**src/rtl/mssc_pkg.sv**
```systemverilog
// Package for the motor start/stop control unit: payload structs,
// configuration register layout, register indexes and reset values.
// No dependencies.
package mssc_pkg;

  localparam int unsigned TimerW  = 32;
  localparam int unsigned SampleW = 16;
  localparam int unsigned ThreshW = 31;
  localparam int unsigned SpeedW  = 32;
  localparam int unsigned CfgIdxW = 2;
  localparam int unsigned CfgDatW = 32;

  localparam logic [SampleW-1:0] SampleTimeRst   = SampleW'(1);
  localparam logic [TimerW-1:0]  ShortLimitRst   = TimerW'(1000);
  localparam logic               CoastStopRst    = 1'b0;
  localparam logic [ThreshW-1:0] StopThreshRst   = ThreshW'(838860);

  typedef enum logic [CfgIdxW-1:0] {
    CFG_SAMPLE_TIME       = 2'd0,
    CFG_SHORT_PRESS_LIMIT = 2'd1,
    CFG_COAST_STOP        = 2'd2,
    CFG_STOP_SPEED_THRESH = 2'd3
  } cfg_idx_t;

  typedef struct packed {
    logic [SampleW-1:0] sample_time;
    logic [TimerW-1:0]  short_press_limit;
    logic               coast_stop;
    logic [ThreshW-1:0] stop_speed_threshold;
  } cfg_t;

  typedef struct packed {
    logic                     manual_mode;
    logic                     protect_fault;
    logic                     start_button;
    logic                     stop_button;
    logic signed [SpeedW-1:0] speed_feedback;
    logic signed [SpeedW-1:0] speed_command;
  } in_t;

  typedef struct packed {
    logic                     alarm;
    logic                     run_indicator;
    logic signed [SpeedW-1:0] speed_reference;
    logic                     pwm_active;
    logic signed [SpeedW-1:0] speed_monitor;
  } out_t;

endpackage

```
**src/rtl/mssc_cfg_regs.sv**
```systemverilog
// Configuration register file of the motor start/stop control unit.
// Depends on mssc_pkg.
module mssc_cfg_regs
  import mssc_pkg::*;
(
  input  logic               clk,
  input  logic               rst_n,
  input  logic               cfg_valid,
  output logic               cfg_ready,
  input  logic [CfgIdxW-1:0] cfg_index,
  input  logic [CfgDatW-1:0] cfg_data,
  output cfg_t               cfg
);

  cfg_t cfg_r;
  cfg_t cfg_nxt;

  assign cfg_ready = 1'b1;
  assign cfg       = cfg_r;

  always_comb begin
    cfg_nxt = cfg_r;
    if (cfg_valid) begin
      unique case (cfg_idx_t'(cfg_index))
        CFG_SAMPLE_TIME:       cfg_nxt.sample_time          = cfg_data[SampleW-1:0];
        CFG_SHORT_PRESS_LIMIT: cfg_nxt.short_press_limit    = cfg_data[TimerW-1:0];
        CFG_COAST_STOP:        cfg_nxt.coast_stop           = cfg_data[0];
        CFG_STOP_SPEED_THRESH: cfg_nxt.stop_speed_threshold = cfg_data[ThreshW-1:0];
        default:               cfg_nxt = cfg_r;
      endcase
    end
  end

  always_ff @(posedge clk) begin
    if (!rst_n) begin
      cfg_r.sample_time          <= SampleTimeRst;
      cfg_r.short_press_limit    <= ShortLimitRst;
      cfg_r.coast_stop           <= CoastStopRst;
      cfg_r.stop_speed_threshold <= StopThreshRst;
    end else begin
      cfg_r <= cfg_nxt;
    end
  end

endmodule

```
**src/rtl/mssc_core.sv**
```systemverilog
// Start/stop sequencing: press timer, run/stop flags and the result of one
// sample, computed from the staged beat and committed on advance.
// Depends on mssc_pkg.
module mssc_core
  import mssc_pkg::*;
(
  input  logic clk,
  input  logic rst_n,
  input  cfg_t cfg,
  input  in_t  item,
  input  logic advance,
  output out_t result
);

  logic [TimerW-1:0] press_timer_r, press_timer_nxt;
  logic              timing_r, timing_nxt;
  logic              stopping_r, stopping_nxt;
  logic              pwm_r, pwm_nxt;
  logic              alarm_r, alarm_nxt;
  logic              run_r, run_nxt;
  logic [SpeedW-1:0] ref_r, ref_nxt;
  logic [SpeedW-1:0] mon_r, mon_nxt;

  logic [TimerW:0]   timer_sum;
  logic [TimerW-1:0] timer_upd;
  logic              short_press;
  logic [SpeedW-1:0] fb_bits;
  logic [SpeedW-1:0] fb_mag;
  logic              below_thresh;

  always_comb begin
    timer_sum    = {1'b0, press_timer_r} + {{(TimerW+1-SampleW){1'b0}}, cfg.sample_time};
    if (!timing_r) begin
      timer_upd = '0;
    end else if (timer_sum[TimerW]) begin
      timer_upd = '1;
    end else begin
      timer_upd = timer_sum[TimerW-1:0];
    end
    short_press  = (timer_upd != '0) && (timer_upd < cfg.short_press_limit);
    fb_bits      = item.speed_feedback;
    fb_mag       = fb_bits[SpeedW-1] ? (~fb_bits + SpeedW'(1)) : fb_bits;
    below_thresh = fb_mag < {1'b0, cfg.stop_speed_threshold};
  end

  always_comb begin
    press_timer_nxt = press_timer_r;
    timing_nxt      = timing_r;
    stopping_nxt    = stopping_r;
    pwm_nxt         = pwm_r;
    alarm_nxt       = alarm_r;
    run_nxt         = run_r;
    ref_nxt         = ref_r;
    mon_nxt         = mon_r;
    if (!item.manual_mode) begin
      press_timer_nxt = timer_upd;
      mon_nxt         = item.speed_feedback;
      if (item.protect_fault) begin
        timing_nxt = 1'b0;
        alarm_nxt  = 1'b1;
        run_nxt    = 1'b0;
        ref_nxt    = '0;
        pwm_nxt    = 1'b0;
      end else begin
        alarm_nxt = 1'b0;
        if (pwm_r && stopping_r) begin
          ref_nxt = '0;
          if (below_thresh) begin
            pwm_nxt      = 1'b0;
            stopping_nxt = 1'b0;
          end
          if (item.start_button) begin
            timing_nxt = 1'b1;
          end else begin
            if (short_press) begin
              pwm_nxt      = 1'b1;
              stopping_nxt = 1'b0;
            end
            timing_nxt = 1'b0;
          end
        end else if (pwm_r) begin
          ref_nxt = item.speed_command;
          run_nxt = 1'b1;
          if (item.stop_button) begin
            timing_nxt = 1'b1;
          end else begin
            if (short_press) begin
              if (cfg.coast_stop) begin
                pwm_nxt = 1'b0;
              end else begin
                stopping_nxt = 1'b1;
              end
            end
            timing_nxt = 1'b0;
          end
        end else begin
          ref_nxt = '0;
          run_nxt = 1'b0;
          if (item.start_button) begin
            timing_nxt = 1'b1;
          end else begin
            if (short_press) begin
              pwm_nxt = 1'b1;
            end
            timing_nxt = 1'b0;
          end
        end
      end
    end
  end

  assign result.alarm           = alarm_nxt;
  assign result.run_indicator   = run_nxt;
  assign result.speed_reference = ref_nxt;
  assign result.pwm_active      = pwm_nxt;
  assign result.speed_monitor   = mon_nxt;

  always_ff @(posedge clk) begin
    if (!rst_n) begin
      press_timer_r <= '0;
      timing_r      <= 1'b0;
      stopping_r    <= 1'b0;
      pwm_r         <= 1'b0;
      alarm_r       <= 1'b0;
      run_r         <= 1'b0;
      ref_r         <= '0;
      mon_r         <= '0;
    end else if (advance) begin
      press_timer_r <= press_timer_nxt;
      timing_r      <= timing_nxt;
      stopping_r    <= stopping_nxt;
      pwm_r         <= pwm_nxt;
      alarm_r       <= alarm_nxt;
      run_r         <= run_nxt;
      ref_r         <= ref_nxt;
      mon_r         <= mon_nxt;
    end
  end

endmodule

```
**src/rtl/motor_start_stop_control_unit.sv**
```systemverilog
// Top level of the motor start/stop control unit: input register, sequencing
// core, result register and configuration registers.
// Depends on mssc_pkg, mssc_cfg_regs and mssc_core.
//
//   channel  ports                          direction  beat
//   in       in_valid in_stall in_data      input      one drive sample
//   out      out_valid out_stall out_data   output     one result per sample
//   cfg      cfg_valid cfg_ready cfg_index  input      one register write
//            cfg_data
//
// One beat per cycle sustained while out_stall is low; an accepted sample goes
// through the input register into the result register, which raises out_valid.
// rst_n is synchronous: drops both registers and restores state and
// configuration reset values.
// out_stall holds the result register; the input register then holds and
// in_stall rises only when it is full and cannot advance.
module motor_start_stop_control_unit
  import mssc_pkg::*;
(
  input  logic               clk,
  input  logic               rst_n,
  input  logic               in_valid,
  output logic               in_stall,
  input  in_t                in_data,
  output logic               out_valid,
  input  logic               out_stall,
  output out_t               out_data,
  input  logic               cfg_valid,
  output logic               cfg_ready,
  input  logic [CfgIdxW-1:0] cfg_index,
  input  logic [CfgDatW-1:0] cfg_data
);

  cfg_t cfg;
  in_t  stage_r;
  logic stage_vld_r;
  out_t out_r;
  logic out_vld_r;
  out_t result;
  logic advance;
  logic in_take;

  mssc_cfg_regs u_cfg (
    .clk       (clk),
    .rst_n     (rst_n),
    .cfg_valid (cfg_valid),
    .cfg_ready (cfg_ready),
    .cfg_index (cfg_index),
    .cfg_data  (cfg_data),
    .cfg       (cfg)
  );

  assign advance  = stage_vld_r && (!out_vld_r || !out_stall);
  assign in_stall = stage_vld_r && !advance;
  assign in_take  = in_valid && !in_stall;

  mssc_core u_core (
    .clk     (clk),
    .rst_n   (rst_n),
    .cfg     (cfg),
    .item    (stage_r),
    .advance (advance),
    .result  (result)
  );

  always_ff @(posedge clk) begin
    if (!rst_n) begin
      stage_vld_r <= 1'b0;
      out_vld_r   <= 1'b0;
    end else begin
      if (in_take) begin
        stage_vld_r <= 1'b1;
      end else if (advance) begin
        stage_vld_r <= 1'b0;
      end
      if (advance) begin
        out_vld_r <= 1'b1;
      end else if (!out_stall) begin
        out_vld_r <= 1'b0;
      end
    end
  end

  always_ff @(posedge clk) begin
    if (in_take) begin
      stage_r <= in_data;
    end
    if (advance) begin
      out_r <= result;
    end
  end

  assign out_valid = out_vld_r;
  assign out_data  = out_r;

endmodule

```
**config.mk**
```make
export PLATFORM = sky130hd
export DESIGN_NAME = motor_start_stop_control_unit
export DESIGN_NICKNAME = d
export VERILOG_FILES = /design/src/rtl/mssc_pkg.sv /design/src/rtl/mssc_cfg_regs.sv /design/src/rtl/mssc_core.sv /design/src/rtl/motor_start_stop_control_unit.sv
export SDC_FILE = /design/constraint.sdc
export NUM_CORES = 1
export LEC_CHECK = 0
export ABC_AREA = 1
export ABC_CLOCK_PERIOD_IN_PS = 6400
export CORE_ASPECT_RATIO = 1.2
export CORE_UTILIZATION = 50
export DETAILED_ROUTE_END_ITERATION = 8
export DONT_BUFFER_PORTS = 1
export HOLD_SLACK_MARGIN = 0.06
export PLACE_DENSITY = 0.67
export SKIP_CTS_REPAIR_TIMING = 1
export SLEW_MARGIN = 20
export SYNTH_ARGS = -nofsm -noshare
export SYNTH_HDL_FRONTEND = slang
export SYNTH_SLANG_ARGS = --single-unit
```
**constraint.sdc**
```tcl
create_clock -name clk -period 6.4 [get_ports clk]
set_input_delay 0.32 -clock clk [delete_from_list [all_inputs] [get_ports clk]]
set_output_delay 0.32 -clock clk [all_outputs]
set_load 0.01 [all_outputs]
```
==> results.cfg, run 1 <==
[run_status]
status = complete, no violations

[floorplan]
dieArea_um2 = 31810
die-width_um = 163.0
initial_core_util = 0.5087
io_pins = 177
die_h_um = 195.2
coreArea_um2 = 30570
num_rows = 70

[clock_tree]
clock_latency_ps = 560
h-tree-depth = 1
cts_max_path_buffers = 3
cts.sinks = 318
cts.clk_slew.worst_paths_ps = 70
cts_tree = done
clock_tree.root_cell = clkbuf_16
cts_inserted_buffers = 31

[power_and_ir_drop]
power_density_nw_per_um2 = 253.3
irDropWorstVdd_v = 0.0002341
leakagePower_nw = 7.579

[routing]
route.met3.wl_um = 1738
drc = 0
wire_per_inst_um = 16.21
ant_nets = 0
wl_met1_um = 16900
highest_layer = met4
drtIter0Drc = 722
vias = 12530
drt_pass1_iterations = 5
dr_wl_met2_um = 18590
wl_um = 38220
vias_per_cell = 5.314

[worst_setup_path]
cpMaxStageDelayCell = nand2_2
max_stage_delay_ps = 540
cp-end-kind = register
required_ps = 6690
crit_start = u_cfg.cfg[64]
crit_path_cell_trace = ha_1 -> fa_1 -> nand2_1 -> nand2_1 -> nand3_2 -> nand2_2 -> nand2_4 -> nand2_4 -> nand2_2 -> nand3_1 -> nand2_1 -> inv_1 -> ha_1 -> nand4_1 -> nor3_1 -> nand2_1 -> nor4b_1 -> nand2_1 -> nand3_1 -> nand2_1 -> nand2_1 -> o21ai_1
cp_max_fo = 30
path_class = register to register
crit_path_start_kind = register
cpMostUsedCell = nand2_1
rrSetupSlack_ps = 1890
cp.arrival_ps = 4800
reg2reg_from = u_cfg.cfg[64]

[yosys]
synth_area_leaders = edfxtp_1 26%, dfxtp_1 24%, nand2_1 10%
synth_warnings = 0
yosysMostFrequentCell = nand2_1
synth_top_area_share = 0.2607
syn-instance-count = 1861
synth_common_cells = 434 x nand2_1, 234 x inv_1, 195 x a21oi_1, 183 x dfxtp_1, 144 x o21ai_0
synth_area_um2 = 15550
async_reset_ff_frac = 0
synth_area_per_cell_um2 = 8.356
yosys.area.top_type = edfxtp_1
ys_ff_latch = 318
synth_edf_count = 135
mappedNetlistNets = 2047
yosysSeqAreaShare = 0.4963
synth_flop_cell = dfxtp_1
ys_types = 53

[timing]
setup_tns_ps = 0
setup_viol = 0
maxSlewViolCount = 0
rsz0062_at_grt = no
finalHoldViolations = 0
max_freq_mhz = 221.7
fin_crit_ps = 4510
min_period_over_period = 0.7047
tightest_slew_ps = 970.5
relSlewSlack = 0.3490
clock_skew_ps = 16.98

[global_routing]
overflow = 0
grt_max_degree = 106
grt_pass1_vias = 11600
grt_pass1_wl_um = 60260
grt_usage = 0.2339
grt_antenna_before_repair = 3

[placement]
gp_congestion = 0.9054
dp_hpwl_um = 26050
port_buffers = 0

[layout]
syn_to_final_growth_pct = 15.63
post-route-util = 0.5882
layout.nets = 2119
fillers = 2677
drive_gt1_frac = 0.05924

[min_path]
hold_path_startpoint = cfg_index[1]
min_path_type = input port to register

[run]
drv_cap = 0
critical path, delay by kind of cell (launching register included):
family / cells / cell delay [ps]
simple gates: 17 / 2870
fa+ha+maj: 3 / 940
flops: 1 / 320
buf+inv: 1 / 50
compound gates: 1 / 50
cells in the final DEF (no fill, tap or decap), types with 6 or more instances in the layout:
cell,count
o21ai_1,9
ha_1,78
inv_1,232
inv_2,11
o211ai_1,9
nand3_2,6
nor2_1,106
nand4_1,17
buf_4,13
nor3_2,7
dlygate4sd3_1,106
dfxtp_1,183
nand3_1,63
a32o_1,32
edfxtp_1,135
clkbuf_16,31
o21ai_0,144
clkinv_2,7
nand2_1,434
nor3_1,18
a211oi_1,7
a21oi_1,195
xor2_1,30
per-stage QoR:
stage / total power [mW] / instances / cell area (µm²) / hold slack (ps) / worst slack [ps]
after floorplan: 2.582 / 1861 / 15550 / 418.9 / 2818
after global placement: 2.662 / 2189 / 15830 / 418.9 / 2046
after detailed placement: 2.670 / 2189 / 15830 / 418.9 / 1890
after CTS: 4.515 / 2247 / 16880 / -167.3 / 1892
after global routing: 4.733 / 2357 / 17980 / 166.4 / 1411
final: 4.554 / 2358 / 17980 / 162.9 / 1890
layout make-up:
type	count	area, µm²	share of cell area
flip-flops and latches	318	7717	0.4292
multi-input cells	1217	6599	0.3670
repair buffers	121	1197	0.06660
inverters	244	915.9	0.05094
clock buffers	37	828.3	0.04607
well taps	396	495.5	0.02756
clock inverters	21	216.5	0.01204
diodes	4	10.01	0.0005567
logic make-up (layout without fill, tap and decap cells):
logic type | after synthesis | after routing | share of synthesized area
XOR/XNOR | 35 | 35 | 0.01971
other | 1 | 5 | 0.0002412
buffers and inverters | 326 | 423 | 0.08095
flip-flops | 318 | 318 | 0.4963
AND/OR/NAND/NOR | 681 | 681 | 0.1850
AO/OA/AOI/OAI | 421 | 421 | 0.1538
adder cells (fa/ha/maj) | 79 | 79 | 0.06405
per-layer routing:
layer / vias up / track usage
met5: - / 0
met4: 0 / 0.08792
met3: 69 / 0.03951
met2: 319 / 0.3915
met1: 5772 / 0.3008
li1: 6370 / -
sequential cells by signal, summed over array words and instances, names as in the netlist:
signal	count
out_data	67
out_valid	1
stage_r	68
stage_vld_r	1
u_cfg.cfg	80
u_core.alarm_r	1
u_core.mon_r	32
u_core.press_timer_r	32
u_core.pwm_r	1
u_core.ref_r	32
u_core.run_r	1
u_core.stopping_r	1
u_core.timing_r	1
path summary, 6_finish.rpt:
check / endpoint / cells past startpoint
hold / removal: u_cfg.cfg[35] / 3
hold reg to reg: u_core.mon_r[24] / 2
setup / recovery: out_data[32] / 22
setup reg to reg: out_data[32] / 22
where the power goes:
part           internal, mW  switching (mW)
Combinational         0.161           0.269
Clock                  1.06           0.797
Sequential             2.21          0.0603
Total                  3.43            1.13
(Power assumes the default switching activity.)
==> inputs of run 2 (changes only) <==
--- a/config.mk
+++ b/config.mk
@@ -6,13 +6,13 @@
 export NUM_CORES = 1
 export LEC_CHECK = 0
 export ABC_AREA = 1
-export ABC_CLOCK_PERIOD_IN_PS = 6400
+export ABC_CLOCK_PERIOD_IN_PS = 3700
 export CORE_ASPECT_RATIO = 1.2
 export CORE_UTILIZATION = 50
 export DETAILED_ROUTE_END_ITERATION = 8
 export DONT_BUFFER_PORTS = 1
 export HOLD_SLACK_MARGIN = 0.06
-export PLACE_DENSITY = 0.67
+export PLACE_DENSITY = 0.7
 export SKIP_CTS_REPAIR_TIMING = 1
 export SLEW_MARGIN = 20
 export SYNTH_ARGS = -nofsm -noshare
==> constraint.sdc (replaced) <==
create_clock -name clk -period 3.7 [get_ports clk]
set_input_delay 0.185 -clock clk [delete_from_list [all_inputs] [get_ports clk]]
set_output_delay 0.185 -clock clk [all_outputs]
set_load 0.01 [all_outputs]
==> results.cfg, run 2 (synthesis results as in run 1) <==
[run_status]
status = complete, but fails checks
violations = negative setup slack

[clock_tree]
cts_max_path_buffers = 3
clock_latency_ps = 560
cts_inserted_buffers = 30
cts.clk_slew.worst_paths_ps = 70
cts_tree = done
h-tree-depth = 1
cts.sinks = 318
clock_tree.root_cell = clkbuf_16

[floorplan]
coreArea_um2 = 30570
die_h_um = 195.2
num_rows = 70
die-width_um = 163.0
io_pins = 177
initial_core_util = 0.5087
dieArea_um2 = 31810

[timing]
max_freq_mhz = 265.8
worst_hold_slack_ps = 52.02
finalHoldViolations = 0
rsz0062_at_grt = yes
fin_crit_ps = 3763
finalWorstSetupSlack_ps = -62.81
min_period_over_period = 1.017
setup_tns_ps = -62.81
maxSlewViolCount = 0
relSlewSlack = 0.3364
setup_viol = 1
clock_skew_ps = 12.63
tightest_slew_ps = 994.4

[routing]
vias = 13060
vias_per_cell = 5.318
wire_per_inst_um = 16.37
drt_pass1_iterations = 5
wl_um = 40190
ant_nets = 0
drtIter0Drc = 783
drc = 0

[run]
drv_cap = 0

[worst_setup_path]
cp_max_fo = 3
crit_path_start_kind = register
crit_start = stage_r[32]
reg2reg_from = stage_r[32]
path_class = register to register
cp.arrival_ps = 4060
cp-end-kind = register
required_ps = 4000

[global_routing]
grt_usage = 0.2382
grt_pass1_vias = 11950
grt_pass1_wl_um = 60680
overflow = 0
grt_antenna_before_repair = 3
grt_max_degree = 130

[power_and_ir_drop]
irDropWorstVdd_v = 0.0005358
leakagePower_nw = 8.078
power_density_nw_per_um2 = 427.6

[layout]
multiInputGateArea_um2 = 6755
syn_to_final_growth_pct = 21.86
layout.nets = 2217
largest_reg_flops = 80
drive_gt1_frac = 0.1173
fillers = 2527
final_cell_count_no_fill = 2455
final_cell_mix = 425 x nand2_1, 229 x inv_1, 193 x a21oi_1
layout_commonest_cell = nand2_1
register_area_um2 = 7717

[min_path]
min_path_type = input port to register
hold_path_startpoint = rst_n

[placement]
dp_hpwl_um = 27010
placedCellCount = 2281
pre_cts_slack_ps = -238.5
port_buffers = 0
gp_congestion = 0.8914
-- run 2: cell types whose count changed in the layout (fill, tap and decap cells not counted), moves of 6 or more --
| cell | previous run | this run |
|---|---|---|
| nand2_1 | 434 | 425 |
| ha_1 | 78 | 72 |
| nor2_1 | 106 | 100 |
| buf_4 | 13 | 105 |
| nand2_2 | 5 | 13 |
| nor2_2 | 2 | 9 |
-- run 2: cell type report --
class / instances / area share
antenna: 4 / 0.0005282
clock buffer: 39 / 0.04298
clock inverter: 17 / 0.01406
inverter: 244 / 0.04833
multi-input combinational: 1217 / 0.3565
sequential: 318 / 0.4073
tap: 396 / 0.02615
timing repair buffer: 220 / 0.1042
-- run 2: critical path, stage by stage (launching register included) --
cell and delay (ps):
edfxtp_1 410, inv_2 110, ha_4 140, inv_2 50, nor3_4 200, nand3_2 150, nor3_4 200, nand4_1 160
nor3_2 200, nand2_1 110, o21ai_2 170, nand2_2 90, a21oi_4 160, nand2_2 60, xor2_1 140, ha_1 320
inv_2 70, nor2_1 40, nor2_1 90, o311ai_1 110, a21oi_1 150, nand3_1 120, nand2_1 80, nand2_2 60
nand2_1 60, o21ai_1 50
-- run 2: per-stage QoR --
step           total power, mW  utilization  instance area [µm²]
2_1_floorplan            4.466            -                15550
3_3_place_gp             4.655       0.5408                16530
3_5_place_dp             4.671       0.5408                16530
4_1_cts                  7.992       0.5762                17610
5_1_grt                  8.404       0.6199                18950
6_report                 8.103       0.6199                18950
-- run 2: final timing paths --
| path | cells after the start | slack [ps] | to |
|---|---|---|---|
| setup / recovery | 25 | -60 | out_data[32] |
| hold / removal | 2 | 50 | u_core.mon_r[15] |
| setup reg to reg | 25 | -60 | out_data[32] |
| hold reg to reg | 2 | 460 | u_core.mon_r[26] |
-- run 2: routing by layer --
metal / vias to the layer above / track usage / wire length (µm)
li1: 6556 / - / -
met3: 69 / 0.03781 / 1945
met5: - / 0 / 0
met2: 377 / 0.4036 / 19900
met4: 0 / 0.08723 / 1096
met1: 6054 / 0.3045 / 17240
-- run 2: where the power goes --
group	leakage [nW]	switching (mW)	internal (mW)
clock	0.524	1.35	1.99
combinational	4.74	0.493	0.339
sequential	2.81	0.104	3.83
total	8.08	1.95	6.15
==> inputs of run 3 (changes only) <==
--- a/config.mk
+++ b/config.mk
@@ -5,7 +5,6 @@
 export SDC_FILE = /design/constraint.sdc
 export NUM_CORES = 1
 export LEC_CHECK = 0
-export ABC_AREA = 1
 export ABC_CLOCK_PERIOD_IN_PS = 3700
 export CORE_ASPECT_RATIO = 1.2
 export CORE_UTILIZATION = 50
==> results.cfg, run 3 <==
[clock_tree]
cts_inserted_buffers = 31
cts.clk_slew.worst_paths_ps = 60
cts.sinks = 318
clock_latency_ps = 580
h-tree-depth = 1
cts_tree = done
clock_tree.root_cell = clkbuf_16
cts_max_path_buffers = 3

[yosys]
synth_area_per_cell_um2 = 9.887
synth_area_leaders = edfxtp_1 27%, dfxtp_1 24%, ha_1 6.5%
async_reset_ff_frac = 0
synth_top_area_share = 0.2682
synth_common_cells = 247 x nand2_1, 183 x dfxtp_1, 135 x a21oi_1, 135 x edfxtp_1, 131 x nor2_1
synth_edf_count = 135
yosysSeqAreaShare = 0.5105
yosysMostFrequentCell = nand2_1
mappedNetlistNets = 1715
synth_area_um2 = 15120
ys_types = 79
ys_ff_latch = 318
syn-instance-count = 1529
yosys.area.top_type = edfxtp_1
synth_warnings = 0
synth_flop_cell = dfxtp_1

[worst_setup_path]
cp_max_fo = 6
reg2reg_from = u_cfg.cfg[70]
path_class = register to register
crit_start = u_cfg.cfg[70]
crit_path_start_kind = register
crit_end = u_core.pwm_r
rrSetupSlack_ps = -720
r2r_end = u_core.pwm_r
required_ps = 4180
cp.arrival_ps = 4900
r2r_cells = 20
cp-end-kind = register

[power_and_ir_drop]
leakagePower_nw = 7.486
irDropWorstVdd_v = 0.0004630
power_density_nw_per_um2 = 401.7

[global_routing]
grt_max_degree = 134
grt_antenna_before_repair = 2
grt_usage = 0.2412
grt_pass1_vias = 11240
overflow = 0
grt_pass1_wl_um = 59620

[routing]
drc = 0
wl_um = 40750
vias = 12340
drt_pass1_iterations = 5
wire_per_inst_um = 18.49
vias_per_cell = 5.599
ant_nets = 0
drtIter0Drc = 718

[timing]
fin_crit_ps = 4421
finalWorstSetupSlack_ps = -721.0
clock_skew_ps = 11.97
max_freq_mhz = 226.2
worst_hold_slack_ps = 70.89
setup_tns_ps = -1889
rsz0062_at_grt = yes
setup_viol = 3
maxSlewViolCount = 0
finalHoldViolations = 0
min_period_over_period = 1.195
tightest_slew_ps = 1017
relSlewSlack = 0.3219

[layout]
fillers = 2282
largest_reg_flops = 80
final_cell_mix = 242 x nand2_1, 181 x buf_4, 174 x dfxtp_1
layout_commonest_cell = nand2_1
drive_gt1_frac = 0.2066
syn_to_final_growth_pct = 29.58
layout.nets = 1972

[floorplan]
coreArea_um2 = 29700
io_pins = 177
dieArea_um2 = 30940
die_h_um = 192.5
die-width_um = 160.7
initial_core_util = 0.5090
num_rows = 69

[placement]
port_buffers = 0
gp_congestion = 0.9550
dp_hpwl_um = 26410

[run_status]
violations = negative setup slack
status = complete, but fails checks

[run]
drv_cap = 0

[min_path]
min_path_type = input port to register
holdPathStages = 3
==> run 3: cell count changes in the layout (fill, tap and decap cells not counted), moves of 33 or more <==
cell	before	now
buf_4	105	181
nand3_1	62	19
o21ai_0	144	32
nand2_1	425	242
a21oi_1	193	125
mux2i_1	0	42
inv_1	229	72
a22o_1	0	33
==> run 3: logic make-up after synthesis <==
kind of cell / after synthesis / share of synthesized area
adder cells (fa/ha/maj): 79 / 0.06588
buffers and inverters: 165 / 0.04378
flip-flops: 318 / 0.5105
multiplexers: 72 / 0.05016
other: 1 / 0.0002481
AO/OA/AOI/OAI: 364 / 0.1634
XOR/XNOR: 45 / 0.02607
AND/OR/NAND/NOR: 485 / 0.1400
==> run 3: critical path, stage by stage (launching register included) <==
cell and delay, ps:
dfxtp_1 330, ha_1 320, buf_4 150, nand2_1 60, o21a_1 250, a211oi_2 300, buf_4 190, nor2_4 50
buf_4 150, o311a_1 390, ha_1 310, a21o_1 160, a21oi_1 130, o21ai_1 80, o21a_1 180, o21ai_1 140
nand3_1 110, a21oi_2 170, nand3_4 110, or4b_4 490, a311oi_2 250
==> run 3: per-stage QoR <==
stage	total power, mW	setup WS (ps)	instances	instance area [µm²]	util
floorplan	4.327	-615.4	1529	15180	-
global placement	4.486	-898.7	1998	16660	0.5608
detailed placement	4.504	-941.0	1998	16660	0.5608
CTS	7.752	-971.6	2055	17710	0.5964
global route	8.133	-933.4	2202	19580	0.6594
finish	7.868	-721.0	2204	19590	0.6596
==> run 3: worst min-delay path by stage <==
stage	startpoint	endpoint	slack [ps]
after detailed placement	rst_n	u_cfg.cfg[64]	280
after CTS	rst_n	u_cfg.cfg[64]	-330
after floorplan	in_data[0]	stage_r[0]	280
final	out_stall	stage_vld_r	70
after global placement	rst_n	u_cfg.cfg[64]	280
after global routing	out_stall	stage_vld_r	90
==> run 3: cell type report <==
cell class / instances / area [µm²] / area share
sequential: 318 / 7729 / 0.3945
clock inverter: 14 / 162.7 / 0.008304
inverter: 73 / 276.5 / 0.01412
clock buffer: 43 / 892.1 / 0.04554
tap: 390 / 488.0 / 0.02491
multi-input combinational: 1046 / 7252 / 0.3702
timing repair buffer: 316 / 2779 / 0.1419
antenna: 4 / 10.01 / 0.0005110
==> run 3: routing by layer <==
| metal | vias to the layer above | part of all wire | global-route usage |
|---|---|---|---|
| met3 | 83 | 0.051 | 0.04965 |
| li1 | 5991 | - | - |
| met4 | 0 | 0.030 | 0.07874 |
| met1 | 5948 | 0.42 | 0.2982 |
| met5 | - | 0 | 0 |
| met2 | 319 | 0.50 | 0.4204 |
==> run 3: report_power, final <==
group	switching, mW	total (mW)	internal [mW]
Sequential	0.0948	3.89	3.80
Combinational	0.364	0.688	0.325
Clock	1.39	3.29	1.90
Total	1.85	7.87	6.02
